File: config.mk
export PLATFORM = sky130hd
export DESIGN_NAME = vtx_merge
export DESIGN_NICKNAME = d
export VERILOG_FILES = /design/src/design/vtx_pkg.sv /design/src/design/vtx_merge.sv
export SDC_FILE = /design/constraint.sdc
export NUM_CORES = 1
export LEC_CHECK = 0
export ABC_CLOCK_PERIOD_IN_PS = 1200
export BUFFER_PORTS_ARGS = -buffer_cell sky130_fd_sc_hd__buf_4
export CAP_MARGIN = 20
export CORE_ASPECT_RATIO = 0.75
export CORE_UTILIZATION = 30
export DETAILED_ROUTE_END_ITERATION = 16
export PLACE_DENSITY = 0.58
export SLEW_MARGIN = 20
export SYNTH_ARGS = -nofsm -noshare
export SYNTH_HDL_FRONTEND = slang
export SYNTH_SLANG_ARGS = --single-unit
File: constraint.sdc
create_clock -name clk -period 1.2 [get_ports clk]
set_clock_uncertainty 0.15 [all_clocks]
set_input_delay 0.18 -clock clk [delete_from_list [all_inputs] [get_ports clk]]
set_output_delay 0.18 -clock clk [all_outputs]
set_load 0.05 [all_outputs]
File: src/design/vtx_pkg.sv
// ----------------------------------------------------------------------------
// vtx_pkg: shared types and constants of the vertex transform unit
// Fixed-point formats, word layouts, operation codes and the lane control group.
// ----------------------------------------------------------------------------
package vtx_pkg;

    localparam int FRAC_BITS   = 16;
    localparam int ELEM_WIDTH  = 32;
    localparam int COMP_W      = 32;
    localparam int NUM_ROWS    = 4;
    localparam int NUM_COLS    = 4;
    localparam int NUM_REGS    = 8;
    localparam int REG_W       = 64;
    localparam int HALF_W      = 32;
    localparam int IDX_W       = $clog2(NUM_REGS);
    localparam int OP_W        = 2;
    localparam int PROD_W      = ELEM_WIDTH + COMP_W;
    localparam int PAIR_W      = PROD_W + 1;
    localparam int SUM_W       = PROD_W + 2;
    localparam int IN_FIELDS_W = OP_W + NUM_COLS * COMP_W;
    localparam int OUT_FIELDS_W = NUM_ROWS * COMP_W + 1;
    localparam int IN_TDATA_W  = ((IN_FIELDS_W + 7) / 8) * 8;
    localparam int OUT_TDATA_W = ((OUT_FIELDS_W + 7) / 8) * 8;

    typedef enum logic [OP_W-1:0] {
        OP_FULL   = 2'd0,
        OP_POINT  = 2'd1,
        OP_ROTATE = 2'd2
    } op_t;

    typedef logic signed [COMP_W-1:0]     comp_t;
    typedef logic signed [ELEM_WIDTH-1:0] elem_t;
    typedef logic signed [PROD_W-1:0]     prod_t;
    typedef logic signed [PAIR_W-1:0]     pair_t;
    typedef logic signed [SUM_W-1:0]      sum_t;
    typedef logic [REG_W-1:0]             cfg_word_t;

    typedef struct packed {
        logic prod_en;
        logic pair_en;
        logic sum_en;
    } lane_ctrl_t;

    localparam comp_t ONE_FIXED = comp_t'(64'd1 << FRAC_BITS);

    localparam cfg_word_t CFG_RESET [NUM_REGS] = '{
        64'h0000_0000_0001_0000,
        64'h0000_0000_0000_0000,
        64'h0001_0000_0000_0000,
        64'h0000_0000_0000_0000,
        64'h0000_0000_0000_0000,
        64'h0000_0000_0001_0000,
        64'h0000_0000_0000_0000,
        64'h0001_0000_0000_0000
    };

endpackage

File: src/design/vtx_merge.sv
// ----------------------------------------------------------------------------
// vtx_merge: output stage
// Combines the four lane results into one result word, forces w to zero when
// the operation has no w row, and merges the clamp flags.
// ----------------------------------------------------------------------------
module vtx_merge
    import vtx_pkg::*;
(
    input  logic                   clk,
    input  logic                   rst_n,
    input  logic                   load,
    input  logic                   in_valid,
    input  logic                   w_used,
    input  comp_t                  lane_result [NUM_ROWS],
    input  logic [NUM_ROWS-1:0]    lane_clamped,
    output logic                   out_valid,
    output logic [OUT_TDATA_W-1:0] out_data
);

    logic                   valid_reg;
    logic                   valid_next;
    logic [OUT_TDATA_W-1:0] data_reg;
    logic [OUT_TDATA_W-1:0] data_next;
    comp_t                  w_value;
    logic                   sat;

    always_comb
    begin
        w_value    = w_used ? lane_result[NUM_ROWS-1] : comp_t'(0);
        sat        = (|lane_clamped[NUM_ROWS-2:0]) | (w_used & lane_clamped[NUM_ROWS-1]);
        data_next  = OUT_TDATA_W'({sat, w_value, lane_result[2], lane_result[1],
                                   lane_result[0]});
        valid_next = load ? in_valid : valid_reg;
    end

    always_ff @(posedge clk or negedge rst_n)
    begin
        if (!rst_n)
        begin
            valid_reg <= 1'b0;
        end
        else
        begin
            valid_reg <= valid_next;
        end
    end

    always_ff @(posedge clk)
    begin
        if (load)
        begin
            data_reg <= data_next;
        end
    end

    assign out_valid = valid_reg;
    assign out_data  = data_reg;

endmodule

==> results.py, run 1 <==
metrics = {
    "run_status": {
        "outcome": "aborted with a tool error",
        "lastStage": "clock tree synthesis (4_1_cts)",
        "firstError": "[ERROR RSZ-0060] Max buffer count reached.",
    },
    "floorplan": {
        "ios": 274,
        "rows": 37,
        "fp.dieH_um": 104,
        "die_w_um": 139,
        "initial_utilization_pct": 30.6,
    },
    "placement": {
        "dp_cells": 624,
        "gp_congestion": 0.767,
        "place_ws_ns": 0.0663,
        "hpwl_um": 8120,
        "io_buffers": 266,
    },
    "clocking": {
        "cts_hold_buffers": 132,
        "cts_resized": 130,
        "cts_root_buf": "clkbuf_16",
        "htreeDepth": 4,
        "clk_path_buf_depth": 2,
        "cts_setup_buffers": 0,
        "cts_made_buffers": 17,
        "cts_sinks": 130,
    },
    "synthesis": {
        "ys.warnings.count": 0,
        "syn_area_per_cell_um2": 24.0,
        "ys_seq_elements": 130,
        "syn_inst": 175,
        "ys_types": 9,
        "netlist_area_um2": 4200,
        "yosysSeqAreaShare_pct": 92.9,
    },
}
==> synth_stat cells <==
master    instances  area, um^2
and2_2            2        15.0
conb_1            1        3.75
dfrtp_1           1        25.0
a2111o_1          1        11.3
and2_1           30         188
clkbuf_2          3        15.0
mux2_2            1        11.3
edfxtp_1        129        3870
buf_4             7        52.6
==> logic make-up after synthesis <==
group                  after synthesis  synth area share, %
AND/OR/NAND/NOR                     32                 4.83
multiplexers                         1                0.268
buffers and inverters               10                 1.61
other                                1               0.0894
AO/OA/AOI/OAI                        1                0.268
flip-flops                         130                 92.9
==> metrics by stage <==
step,instance area [um^2],hold slack [ns],util [%]
3_5_place_dp,6510,-0.193,47.5
3_3_place_gp,6510,-0.194,47.5
2_1_floorplan,4220,-0.266,-
==> inputs of run 2 (changes only) <==
--- a/config.mk
+++ b/config.mk
@@ -8,10 +8,9 @@
 export ABC_CLOCK_PERIOD_IN_PS = 1200
 export BUFFER_PORTS_ARGS = -buffer_cell sky130_fd_sc_hd__buf_4
 export CAP_MARGIN = 20
-export CORE_ASPECT_RATIO = 0.75
-export CORE_UTILIZATION = 30
+export CORE_UTILIZATION = 20
 export DETAILED_ROUTE_END_ITERATION = 16
-export PLACE_DENSITY = 0.58
+export PLACE_DENSITY_LB_ADDON = 0.15
 export SLEW_MARGIN = 20
 export SYNTH_ARGS = -nofsm -noshare
 export SYNTH_HDL_FRONTEND = slang
==> run 2 against run 1 <==
Net effect:
- the flow now finishes, with violations (negative hold slack, negative setup slack)
- synthesized cell count unchanged
- area after synthesis unchanged
==> results.py, run 2 <==
metrics = {
    "run_status": {
        "outcome": "finished with violations",
        "failed_checks": "negative hold slack, negative setup slack",
    },
    "synthesis": {
        "ys_seq_elements": 130,
        "netlist_top_cells_count": "edfxtp_1, and2_1, buf_4",
        "syn_area_per_cell_um2": 24.0,
        "ys_async_sr_fraction_pct": 0.769,
        "synth_most_common_cell": "edfxtp_1",
        "synth_top_family_by_area": "simple AND/OR/NAND/NOR gates",
        "yosysTopAreaCell": "edfxtp_1",
        "synth_compound_area_share_pct": 0.268,
        "synth-xor-area-share_pct": 0,
        "synthAdderAreaFrac_pct": 0,
        "synthTopCellsByArea": "edfxtp_1, and2_1, buf_4, dfrtp_1, clkbuf_2",
        "ys_types": 9,
        "synth_edf_count": 129,
        "synth-simple-area-share_pct": 4.83,
        "yosysSeqAreaShare_pct": 92.9,
        "synth_top_area_share_pct": 92.3,
        "muxShareOfSynthArea_pct": 0.268,
        "ys.warnings.count": 0,
        "yosys_most_used_dff": "edfxtp_1",
        "syn_inst": 175,
        "netlist_area_um2": 4200,
    },
    "sta": {
        "grt_setup_unrepaired": "true",
        "fin_hold_ws_ns": -0.0547,
        "hold_viol": 1,
        "drv_slew": 0,
        "fin_ws_ns": -0.160,
        "post-route-min-period_ns": 1.36,
        "max_freq_ghz": 0.735,
        "period_share_pct": 113,
        "tns_ns": -11.68,
        "setup_violations": 135,
    },
    "grt": {
        "grt_pass1_wl_um": 19300,
        "grt_overflow_total": 0,
        "grt_usage_pct": 12.1,
        "grt_pass1_vias": 3489,
        "grt_start_max_net_pins": 25,
        "antenna_found_initial": 0,
    },
    "cells_and_area": {
        "drive_gt1_share_pct": 50.7,
        "diodes": 0,
        "largest_reg_flops": 129,
        "area_growth_syn_to_layout_pct": 117,
        "layout_commonest_cell": "buf_4",
        "fin_nets": 742,
        "final_cell_mix": "buf_4, dlygate4sd3_1, buf_6",
    },
    "worst_setup_path": {
        "cp_slowest_cell": "edfxtp_1",
        "path_cells": "buf_6",
        "worst-path-buf-inv": 1,
        "reg2reg_from": "out_valid",
        "path_delay_family": "flip-flops",
        "r2r-end": "out_valid",
        "cp.arrival_ns": 1.03,
        "r2r_slack_ns": 0.18,
        "cp.required_ns": 0.87,
        "critPathKind": "register to primary output",
        "crit_path_max_fanout": 1,
        "startpoint_type": "register",
        "reg2regPathDepth": 2,
        "critical-path-max-stage-delay_ns": 0.44,
        "critPathCaptureType": "primary output",
    },
    "worst_hold_path": {
        "worstHoldEndpoint": "out_data[128]",
        "holdCritPathClass": "input port to register",
        "whs_path_depth": 2,
        "hp-start": "w_used",
    },
    "floorplan": {
        "ios": 274,
        "initial_utilization_pct": 20.5,
        "rows": 52,
        "fp.dieH_um": 147,
        "die_w_um": 147,
        "die-area_um2": 21600,
        "core_um2": 20400,
    },
    "clocking": {
        "cts_sinks": 130,
        "insertion_delay_ns": 0.41,
        "htreeDepth": 4,
        "cts_tree": "built",
        "cts_root_buf": "clkbuf_16",
        "clk_pin_slew_ns": 0.06,
        "cts_made_buffers": 17,
        "clk_path_buf_depth": 2,
    },
    "pwr": {
        "power_frac_clock_pct": 38.3,
        "powerDensity_nw_per_um2": 1520,
        "sw_frac_of_total_pct": 28.1,
        "combPwrFrac_pct": 21.6,
        "seqPwrFrac_pct": 40.1,
        "p_leak_nw": 3.78,
        "vdd_drop_max_uv": 901,
        "p_int_mw": 9.98,
        "p_total_mw": 13.9,
        "p_sw_mw": 3.90,
    },
    "drt": {
        "viasPerCell": 3.59,
        "drcViolationCount": 0,
        "via_count": 3183,
        "dr.pass1.iters": 4,
        "wl_per_cell_um": 14.4,
        "first_iter_violations": 101,
        "finalWirelength_um": 12800,
        "postRouteAntennaNets": 0,
    },
    "placement": {
        "hpwl_um": 8810,
        "io_buffers": 266,
        "gp_congestion": 0.741,
    },
    "run": {
        "cap_violations": 0,
    },
}
run 2: how the worst max path moves through the flow:
stage	from	end	slack (ns)	cells past startpoint
6_report	out_data[63]	out_data[63]	-0.16	1
5_1_grt	out_data[63]	out_data[63]	-0.20	1
4_1_cts	out_data[63]	out_data[63]	-0.21	1
3_5_place_dp	load	out_data[72]	0.06	2
3_3_place_gp	load	out_data[72]	0.06	2
2_1_floorplan	out_valid	out_valid	0.06	1
run 2: timing repair:
action,CTS,global route
hold endpoints to repair,136,6
gates resized for setup,130,1
hold buffers,136,1
pin swaps,0,1
setup endpoints to repair,130,136
buffers inserted,0,1
run 2: stage by stage:
step           utilization, %  setup WS, ns  hold slack (ns)  instances  area, um^2
2_1_floorplan               -        0.0618           -0.266        181        4220
3_3_place_gp             32.5        0.0581           -0.193        719        6640
3_5_place_dp             32.5        0.0573           -0.191        719        6640
4_1_cts                  44.5        -0.213          -0.0907        886        9100
5_1_grt                  44.6        -0.203          -0.0653        887        9110
6_report                 44.6        -0.160          -0.0547        887        9110
run 2: area by class of cell:
type / count / area, um^2
Tap cell: 270 / 338
Sequential cell: 130 / 3900
Timing Repair Buffer: 415 / 4010
Clock inverter: 14 / 180
Clock buffer: 17 / 425
Fill cell: 1809 / 11300
Multi-Input combinational cell: 41 / 251
run 2: routing by layer:
layer  track usage, %  vias to the layer above  wire, um
met1             13.6                     1462      4970
met5                0                        -         0
met3             5.65                       11      1350
met4             4.53                        0       133
met2             19.9                      190      6300
li1                 -                     1520         -
run 2: cells by family (layout without fill, tap and decap cells):
kind of cell / after synthesis / count (layout)
mux: 1 / 1
flops: 130 / 130
buf+inv: 10 / 446
compound gates: 1 / 1
other cells: 1 / 7
simple gates: 32 / 32
run 2: power by group through the flow:
stage                     logic, mW  clock network, mW  registers (mW)
after detailed placement       2.43                  0            5.60
after CTS                      3.01               5.51            5.57
after global routing           3.11               5.67            5.61
after floorplan               0.115                  0            6.85
final                          3.00               5.31            5.57
after global placement         2.42                  0            5.60
Power figures use the tool's default switching activity.
